**config.mk**
```make
export PLATFORM = sky130hd
export DESIGN_NAME = smcrn_ram
export DESIGN_NICKNAME = d
export VERILOG_FILES = /design/src/hdl/smcrn_ram.sv
export SDC_FILE = /design/constraint.sdc
export NUM_CORES = 1
export LEC_CHECK = 0
export ABC_AREA = 1
export BUFFER_PORTS_ARGS = -buffer_cell sky130_fd_sc_hd__buf_2
export CAP_MARGIN = 10
export CORE_ASPECT_RATIO = 1.75
export CORE_MARGIN = 2
export CORE_UTILIZATION = 50
export CTS_BUF_LIST = sky130_fd_sc_hd__clkbuf_8
export DETAILED_ROUTE_END_ITERATION = 16
export MAX_ROUTING_LAYER = met4
export PLACE_DENSITY = 0.78
export SYNTH_ARGS = -nofsm -noshare
export SYNTH_HDL_FRONTEND = slang
export SYNTH_SLANG_ARGS = --single-unit
```
**constraint.sdc**
```tcl
create_clock -name clk -period 0.98 [get_ports clk]
set_input_delay 0 -clock clk [delete_from_list [all_inputs] [get_ports clk]]
set_output_delay 0 -clock clk [all_outputs]
set_load 0.05 [all_outputs]
```
**src/hdl/smcrn_ram.sv**
```systemverilog
// Generic single-write, single-read RAM with registered read data.
`timescale 1ns / 1ps
`default_nettype none
module smcrn_ram #(
  parameter int WIDTH = 8,
  parameter int DEPTH = 16
) (
  input  wire logic                       clk,
  input  wire logic                       we,
  input  wire logic [$clog2(DEPTH)-1:0]   waddr,
  input  wire logic [WIDTH-1:0]           wdata,
  input  wire logic [$clog2(DEPTH)-1:0]   raddr,
  output logic      [WIDTH-1:0]           rdata
);

  logic [WIDTH-1:0] mem [DEPTH];

  always_ff @(posedge clk) begin
    if (we) begin
      mem[waddr] <= wdata;
    end
    rdata <= mem[raddr];
  end

endmodule
`default_nettype wire

```
==> impl_metrics.ini <==
[run_status]
outcome = complete, no violations

[global_routing]
grt_use_total_pct = 21.3
grt_pass1_vias = 3914
grt_start_max_net_pins = 65
grt_antenna_before_repair = 0
grt_pass1_wl_microns = 19200
grt_overflow = 0

[sta]
slew_viol_final = 0
post-route-min-period_ns = 0.948
totalNegativeSetupSlack_ns = 0
setup_repair_after_global_routing_missed_its_margin = true
max_slew.worst_pin.slew_ns = 0.344
final.setup_skew_ns = 0.0130
final_hold_violations = 0
finalCritPeriodShare_pct = 96.7
number_of_failing_setup_endpoints_in_the_final_timing_report = 0
achievable-frequency_mhz = 1060
worst_slew_margin_rel_pct = 77.1

[floorplanning]
ioPinCount = 26
die-height_microns = 146
die_w_microns = 85.2
die-area_sq_mm = 0.0124
start_util_pct = 51.6
placement_rows = 51
core_area_sq_mm = 0.0112

[cells_and_area]
num_antenna_cells = 0
commonest_cells_after_routing_fill_and_taps_aside = 172 x sky130_fd_sc_hd__nand2_1, 128 x sky130_fd_sc_hd__edfxtp_1, 103 x sky130_fd_sc_hd__inv_1
area_growth_pct = 17.6
fin_nets = 629
layoutNonFillerInstCount = 756
post-route-util_pct = 60.7
mostFrequentLayoutCell = sky130_fd_sc_hd__nand2_1
fraction_of_layout_cells_with_a_size_suffix_above_1_pct = 16.7

[critical_path]
cp-end-kind = register
worstPathRequired_ns = 1.31
critical-path-top-cell-by-count = sky130_fd_sc_hd__nand3_1
critPathMaxStageDelay_ns = 0.38
worstPathArrival_ns = 1.28
critical_path.max_fanout = 1
timing_worst_setup_path_type = register to register
critPathSlowestCell = sky130_fd_sc_hd__edfxtp_1
worst_setup_sp_type = register
timing.reg2reg.worst_path_depth = 6
cells_along_the_critical_path = inv_1, nand2_1, nand3_1, nand3_1, nand3_1, nand2_1

[drt]
antenna_violating_nets_post_route = 0
drt_first_iter_violations = 305
drtPass1Iterations = 5
drt-wirelength-per-cell_microns = 16.4
postRouteWirelength_microns = 12400
drc_errors = 0
viasPerCell = 5.20
total_vias_in_the_final_route = 3933

[hold_path]
min_path_type = primary input to register
timing.hold.worst_path_depth = 5

[yosys]
ys.warnings.count = 0
synthesis.area_sq_mm = 0.00577
synth_unique_cells = 12
postSynthAreaPerCell_sq_um = 10.5
synth_sequential_area_ratio_pct = 69.4
synth.net_count = 569
syn-instance-count = 551
ys_seq_elements = 136

[clock_tree]
worst_skew_late_latency_ns = 0.44
clock_tree_from_tritoncts = built
num_cts_buffers = 17
clk_transition_reported_paths_ns = 0.08
clockRootBuffer = sky130_fd_sc_hd__clkbuf_8
cts.htree.levels = 4
numClockSinks = 136
postCtsSetupBuffers = 0
clock_tree.buffer_depth = 2

[placed_design]
cell_total_after_placement = 715
weighted_congestion_reported_at_the_end_of_routability_driven_placement = 0.906
io_buffer_count = 25
dp_hpwl_microns = 8140

[power_and_ir_drop]
irDropWorstVdd_uv = 995
report.power.total_mw = 11.9
power.leakage_nw = 2.98
power_density_mw_per_mm2 = 1750

[flow_run]
max_cap_violations = 0
## kinds of logic (layout without fill, tap and decap cells)
kind of cell | count (synthesis) | count (layout) | share of synthesized area (%)
and+or+nand+nor | 289 | 289 | 21.0
DFF | 136 | 136 | 69.4
buffers and inverters | 126 | 199 | 9.52
## cell usage after synthesis, drive strengths merged
master  number  area, sq um
buf         24          166
dfxtp        8          160
edfxtp     128         3840
inv        102          383
nand2      173          649
nand3       97          485
nand3b       2         15.0
nor2        17         63.8
## power by group
part | internal, mW | switching (mW)
Combinational | 0.348 | 0.685
Sequential | 6.50 | 0.0500
Clock | 2.33 | 1.97
Total | 9.18 | 2.71
## per-stage QoR
step | cell area, sq um | hold WS (ns) | setup slack [ns]
final | 6780 | 0.0638 | 0.0324
after floorplan | 5770 | 0.0989 | 0.0292
after global routing | 6780 | 0.0657 | -0.0631
after global placement | 6190 | 0.376 | -0.0759
after detailed placement | 6190 | 0.380 | -0.0916
after CTS | 6700 | 0.0406 | 0.00220
## final timing paths
path	from	endpoint	slack [ns]
hold / removal	raddr[1]	rdata[3]$_DFF_P_	0.06
setup / recovery	mem[7][6]$_DFFE_PP_	rdata[6]$_DFF_P_	0.03
setup reg to reg	mem[7][6]$_DFFE_PP_	rdata[6]$_DFF_P_	0.03
hold reg to reg	mem[12][2]$_DFFE_PP_	rdata[2]$_DFF_P_	0.66
## sequential cells by signal (all words and copies together), names as in the netlist
register / count
rdata: 8
mem: 128
## metal layers
metal  vias up  GRT usage, %  routed length, microns
li1       1890             -                       -
met1      1859          22.7                    4560
met2       157          37.0                    6910
met3        27          4.30                     581
met4         0          10.6                     376
met5         -             -                       0
## critical path: cells and delay by family, from the launching register on
kind                   cells  cell delay (ns)
and+or+nand+nor            5             0.39
DFF                        1             0.38
buffers and inverters      1             0.07
## what timing repair did
item / 4_1_cts / 5_1_grt
gates resized for setup: 18 / 17
pin swaps: 0 / 17
hold buffers: 9 / 0
endpoints found under the setup margin: 9 / 10
hold endpoints to repair: 136 / 0
## layout make-up
cell class	count	area [sq um]
Multi-Input combinational cell	289	1290
Fill cell	812	4390
Sequential cell	136	4010
Inverter	102	383
Clock inverter	13	114
Tap cell	132	165
Clock buffer	19	262
Timing Repair Buffer	65	557
Power figures use the tool's default switching activity.
