==> src/hdl/smcrn_pkg.sv <==
// Package with types, constants and state codes of the SM co-run resource negotiator.
`timescale 1ns / 1ps
`default_nettype none
package smcrn_pkg;

  localparam int SM_COUNT         = 30;
  localparam int MAX_PROFILES     = 64;
  localparam int SM_REG_CAPACITY  = 65536;
  localparam int SM_SMEM_CAPACITY = 49152;

  localparam int PROF_AW = $clog2(MAX_PROFILES);
  localparam int CNT_W   = $clog2(MAX_PROFILES + 1);
  localparam int SM_W    = (SM_COUNT > 1) ? $clog2(SM_COUNT) : 1;
  localparam int SMC_W   = $clog2(SM_COUNT + 1);

  localparam int OP_W       = 2;
  localparam int SMF_W      = 5;
  localparam int TB_W       = 6;
  localparam int KEY_W      = 32;
  localparam int REGS_W     = 17;
  localparam int SMEM_W     = 16;
  localparam int RANK_W     = 6;
  localparam int IDX_W      = 5;
  localparam int LEFT_W     = 17;
  localparam int CFG_IDX_W  = 3;
  localparam int CFG_DATA_W = 17;

  localparam logic [LEFT_W-1:0] LEFT_MAX = {LEFT_W{1'b1}};

  localparam int PRODX_W = TB_W + REGS_W;
  localparam int MULY_W  = REGS_W;
  localparam int PROD_W  = PRODX_W + MULY_W;
  localparam int USE_W   = PRODX_W + SMF_W + 1;
  localparam int CAP_MAX = (SM_REG_CAPACITY > SM_SMEM_CAPACITY) ?
                           SM_REG_CAPACITY : SM_SMEM_CAPACITY;
  localparam int DIV_W   = $clog2(CAP_MAX + 1);
  localparam int DVS_W   = REGS_W;
  localparam int ARITH_W = ((DIV_W > PRODX_W) ? DIV_W : PRODX_W) + 2;
  localparam int Q_W     = (DIV_W > LEFT_W) ? DIV_W : LEFT_W;

  localparam logic [OP_W-1:0] OP_LOAD_A = 2'd0;
  localparam logic [OP_W-1:0] OP_LOAD_B = 2'd1;
  localparam logic [OP_W-1:0] OP_RUN    = 2'd2;
  localparam logic [OP_W-1:0] OP_UNUSED = 2'd3;

  localparam logic [CFG_IDX_W-1:0] CFG_REGS_A = 3'd0;
  localparam logic [CFG_IDX_W-1:0] CFG_SMEM_A = 3'd1;
  localparam logic [CFG_IDX_W-1:0] CFG_REGS_B = 3'd2;
  localparam logic [CFG_IDX_W-1:0] CFG_SMEM_B = 3'd3;
  localparam logic [CFG_IDX_W-1:0] CFG_REGS_C = 3'd4;
  localparam logic [CFG_IDX_W-1:0] CFG_SMEM_C = 3'd5;

  typedef struct packed {
    logic [SMF_W-1:0] sm;
    logic [TB_W-1:0]  tb;
    logic [KEY_W-1:0] key;
  } profile_t;

  localparam int PROF_W = $bits(profile_t);

  typedef struct packed {
    logic [OP_W-1:0]  op;
    logic [SMF_W-1:0] sm_count;
    logic [TB_W-1:0]  blocks_per_sm;
    logic [KEY_W-1:0] time_key;
  } in_item_t;

  typedef struct packed {
    logic              found;
    logic [RANK_W-1:0] rank_a;
    logic [RANK_W-1:0] rank_b;
    logic [IDX_W-1:0]  sm_index;
    logic              hosts_a;
    logic              hosts_b;
    logic              hosts_c;
    logic [LEFT_W-1:0] leftover_blocks_c;
    logic              last;
  } out_item_t;

  typedef struct packed {
    logic             start;
    logic [DIV_W-1:0] dividend;
    logic [DVS_W-1:0] divisor;
  } div_req_t;

  typedef struct packed {
    logic             done;
    logic [DIV_W-1:0] quotient;
  } div_rsp_t;

  typedef enum logic [4:0] {
    S_IDLE,
    S_SORT_RD_I,
    S_SORT_LAT_I,
    S_SORT_RD_J,
    S_SORT_CMP_J,
    S_SORT_WR,
    S_LOOP,
    S_TRIAL,
    S_TR_LAT,
    S_TR_M0,
    S_TR_M1,
    S_TR_M2,
    S_TR_M3,
    S_TR_M4,
    S_TR_WALK,
    S_TRET,
    S_US_M0,
    S_US_M1,
    S_US_ADD,
    S_T2_SET,
    S_CHOOSE,
    S_DECIDE,
    S_NF_WAIT,
    S_F_CALC,
    S_F_DIVR,
    S_F_WR,
    S_F_DIVS,
    S_F_WS,
    S_F_OUT,
    S_F_WAIT,
    S_DONE
  } state_t;

  typedef enum logic [1:0] {
    RET_T0,
    RET_T1,
    RET_T2,
    RET_FINAL
  } ret_t;

endpackage
`default_nettype wire

==> src/hdl/smcrn_div.sv <==
// Restoring divider that produces one quotient bit per cycle.
`timescale 1ns / 1ps
`default_nettype none
module smcrn_div (
  input  wire logic                clk,
  input  wire logic                rst_n,
  input  wire smcrn_pkg::div_req_t req,
  output smcrn_pkg::div_rsp_t      rsp
);
  import smcrn_pkg::*;

  localparam int REM_W = DVS_W + 1;
  localparam int STP_W = (DIV_W > 1) ? $clog2(DIV_W) : 1;

  logic             busy_r;
  logic             done_r;
  logic [STP_W-1:0] step_r;
  logic [DIV_W-1:0] quo_r;
  logic [REM_W-1:0] rem_r;
  logic [DVS_W-1:0] dvs_r;
  logic [REM_W-1:0] rem_sh;
  logic             ge;

  assign rem_sh = {rem_r[REM_W-2:0], quo_r[DIV_W-1]};
  assign ge     = rem_sh >= {1'b0, dvs_r};

  always_ff @(posedge clk) begin
    if (!rst_n) begin
      busy_r <= 1'b0;
      done_r <= 1'b0;
      step_r <= '0;
    end else begin
      done_r <= 1'b0;
      if (req.start) begin
        busy_r <= 1'b1;
        step_r <= STP_W'(DIV_W - 1);
        quo_r  <= req.dividend;
        rem_r  <= '0;
        dvs_r  <= req.divisor;
      end else if (busy_r) begin
        rem_r <= ge ? (rem_sh - {1'b0, dvs_r}) : rem_sh;
        quo_r <= {quo_r[DIV_W-2:0], ge};
        if (step_r == '0) begin
          busy_r <= 1'b0;
          done_r <= 1'b1;
        end else begin
          step_r <= step_r - 1'b1;
        end
      end
    end
  end

  assign rsp.done     = done_r;
  assign rsp.quotient = quo_r;

endmodule
`default_nettype wire

==> config.mk <==
export PLATFORM = sky130hd
export DESIGN_NAME = smcrn_div
export DESIGN_NICKNAME = d
export VERILOG_FILES = /design/src/hdl/smcrn_pkg.sv /design/src/hdl/smcrn_div.sv
export SDC_FILE = /design/constraint.sdc
export NUM_CORES = 1
export LEC_CHECK = 0
export ABC_AREA = 1
export ABC_CLOCK_PERIOD_IN_PS = 6300
export BUFFER_PORTS_ARGS = -buffer_cell sky130_fd_sc_hd__buf_2
export CAP_MARGIN = 20
export CORE_ASPECT_RATIO = 0.6
export CORE_MARGIN = 10
export CORE_UTILIZATION = 64
export CTS_BUF_LIST = sky130_fd_sc_hd__clkbuf_8
export DETAILED_ROUTE_END_ITERATION = 10
export PLACE_DENSITY_LB_ADDON = 0.15
export SYNTH_ARGS = -nofsm -noshare
export SYNTH_HDL_FRONTEND = slang
export SYNTH_SLANG_ARGS = --single-unit
==> constraint.sdc <==
create_clock -name clk -period 6.3 [get_ports clk]
set_input_delay 0.945 -clock clk [delete_from_list [all_inputs] [get_ports clk]]
set_output_delay 0.945 -clock clk [all_outputs]
set_load 0.05 [all_outputs]
==> metrics.md <==
| Metric | Value |
|---|---|
| H-tree depth | `3` |
| Die H | `78.1 um` |
| Highest clock rate | `423 MHz` |
| Worst hold stages | `2` |
| Initial Utilization | `65.3%` |
| Ant diodes | `0` |
| Tightest Pin Transition | `0.793 ns` |
| CP Launch Type | `flip-flop` |
| CTS tree | `done` |
| Seq/Total Area, Yosys | `46.4%` |
| Vias in the first global route | `2826` |
| Pint | `0.000746 W` |
| CTS buffer count | `9` |
| RSZ-0062 raised after global routing | `no` |
| Via Count | `3030` |
| RD Place Congestion | `0.994` |
| Slew HR | `47.0%` |
| Arrival time at the worst endpoint | `2.48 ns` |
| Core ar. | `5520 um^2` |
| 1st-iter DRT viols | `296` |
| Min-Delay Path Class | `reg -> reg` |
| Largest net degree at the start of global routing | `37` |
| Die area | `9120 um^2` |
| Layout area overhead | `14.6%` |
| Sw Ratio | `33.0%` |
| Post-synthesis cell type count | `37` |
| Final Power | `0.00111 W` |
| # resized after CTS | `0` |
| Antenna-violating nets left | `0` |
| DP Area | `3910 um^2` |
| CTS max path bufs | `2` |
| Yosys reg bits | `58` |
| Commonest non-fill, non-tap cell in the layout | `nand2_1` |
| Clock power share | `29.8%` |
| Drt total wl | `8.28 mm` |
| Syn_area_per_cell | `8.17 um^2` |
| Clk pin slew, worst setup/hold paths | `0.06 ns` |
| Io pins | `55` |
| Peak VDD IR | `0.192 mV` |
| Fin. Hold Viols | `0` |
| Post-CTS setup buffers | `0` |
| Grt total ovfl | `0` |
| Status | `completed` |
| Total GRT Usage | `19.0%` |
| P per Cell Area | `270 nW/um^2` |
| Die W | `117 um` |
| Crit path kind | `reg -> reg` |
| Final Max Slew Viols | `0` |
| Worst EP required | `6.41 ns` |
| # DRC | `0` |
| Number of hold buffers added after cts | `0` |
| Post-route design area | `4130 um^2` |
| Max-Cap Viols | `0` |
| Final Cycle Share | `37.6%` |
| CP max FO | `24` |
| Syn Inst Count | `441` |
| Global-route wire length before repair | `13.6 mm` |
| Hold_ws | `0.485 ns` |
| Leak | `2.10 nW` |
| Yosys warns | `0` |
| Gate power share | `27.8%` |
| Drt pass-1 iters | `5` |
| Clk root buf | `clkbuf_8` |
| Initial antenna violation count | `0` |
| Clock Skews | `0.0107 ns` |
| CTS sink cnt | `58` |
| Synthesized area | `3600 um^2` |
| Final min period | `2.37 ns` |
| Cell Rows | `21` |
| PortBufs | `54` |
| Synth Net Count | `498` |
| NetSw | `0.000368 W` |
| Final setup fails | `0` |
| Share of cells above drive strength 1 | `22.2%` |
| Reg2reg path depth | `11` |
| Crit. End Element | `flip-flop` |
| Wire per inst | `14.4 um` |
| Setup TNS | `0 ns` |
| Most frequent cells in the layout | `nand2_1 (152), inv_1 (66), buf_2 (54)` |
| Vias per Instance | `5.28` |
| Hpwl dp | `6.21 mm` |
| Share of power burned in registers | `42.4%` |
| Final nets | `557` |
| Fillers | `454` |
| Clk_lat worst skew | `0.35 ns` |
## through the flow
step                cells  utilization (%)  worst slack, ns
floorplan             441                -             2.84
global placement      557             70.8             3.51
detailed placement    557             70.8             3.49
CTS                   573             74.3             3.85
global route          574             74.8             3.84
finish                574             74.8             3.93
## flip-flops by register name (all words and copies together), names as in the netlist
name,count
dvs_r,17
quo_r,17
rem_r,17
step_r,5
busy_r,1
done_r,1
## logic make-up (layout without fill, tap and decap cells)
| group | Yosys count | count (layout) | synth area share (%) |
|---|---|---|---|
| compound gates | 36 | 36 | 6.25 |
| xor+xnor | 7 | 7 | 1.70 |
| fa+ha+maj | 20 | 20 | 7.16 |
| buf+inv | 76 | 140 | 8.96 |
| flops | 58 | 58 | 46.4 |
| simple gates | 244 | 244 | 29.5 |
## critical path: stages (launching register included)
cell,delay [ns]
edfxtp_1,0.42
ha_1,0.40
nand2_1,0.10
nand2_1,0.12
a21oi_2,0.19
nand3_2,0.19
nand2_4,0.14
nand2_8,0.15
nand2_1,0.21
nand2_1,0.09
nand2_1,0.06
inv_1,0.03
## area by class of cell
type | count | area [um^2] | area share [%]
clock buffers | 10 | 138 | 3.34
clock inverters | 6 | 51.3 | 1.24
inverters | 68 | 255 | 6.19
multi-input cells | 307 | 1620 | 39.2
flip-flops and latches | 58 | 1670 | 40.5
well taps | 69 | 86.3 | 2.09
repair buffers | 56 | 305 | 7.40
## layer usage
metal	GRT usage, %	wire length (um)
met4	7.86	122
met5	0	0
met1	26.5	4020
met2	26.4	3500
met3	6.07	635
## power by group through the flow
stage,Sequential [W],Combinational (W),Clock [W]
final,0.000472,0.000310,0.000331
after global routing,0.000475,0.000345,0.000354
after CTS,0.000472,0.000303,0.000339
after detailed placement,0.000480,0.000301,0
after global placement,0.000479,0.000291,0
after floorplan,0.000502,0.000212,0
## path summary, 6_finish.rpt
kind                  start         to  slack (ns)
setup reg to reg   rem_r[8]  rem_r[14]        3.93
setup / recovery   rem_r[8]  rem_r[14]        3.93
hold reg to reg   step_r[2]  step_r[2]        0.48
hold / removal    step_r[2]  step_r[2]        0.48
## synthesized netlist by cell type (all sizes together)
cell type  count  area [um^2]
nand3         15         90.1
ha            19          238
clkbuf         3         11.3
nand4          3         18.8
o21a           2         15.0
o21ai         15          101
nor2          59          269
buf            5         56.3
xor2           6         52.6
xnor2          1         8.76
a31o           1         8.76
a21o           1         7.51
nand2        159          633
nor3           2         10.0
or2            1         6.26
edfxtp        51         1530
a21oi         17         92.6
clkinv         1         3.75
and2           1         6.26
inv           67          251
nand3b         3         22.5
fa             1         20.0
and3           1         6.26
dfxtp          7          140
No activity file was read; power rests on OpenSTA's default activity.
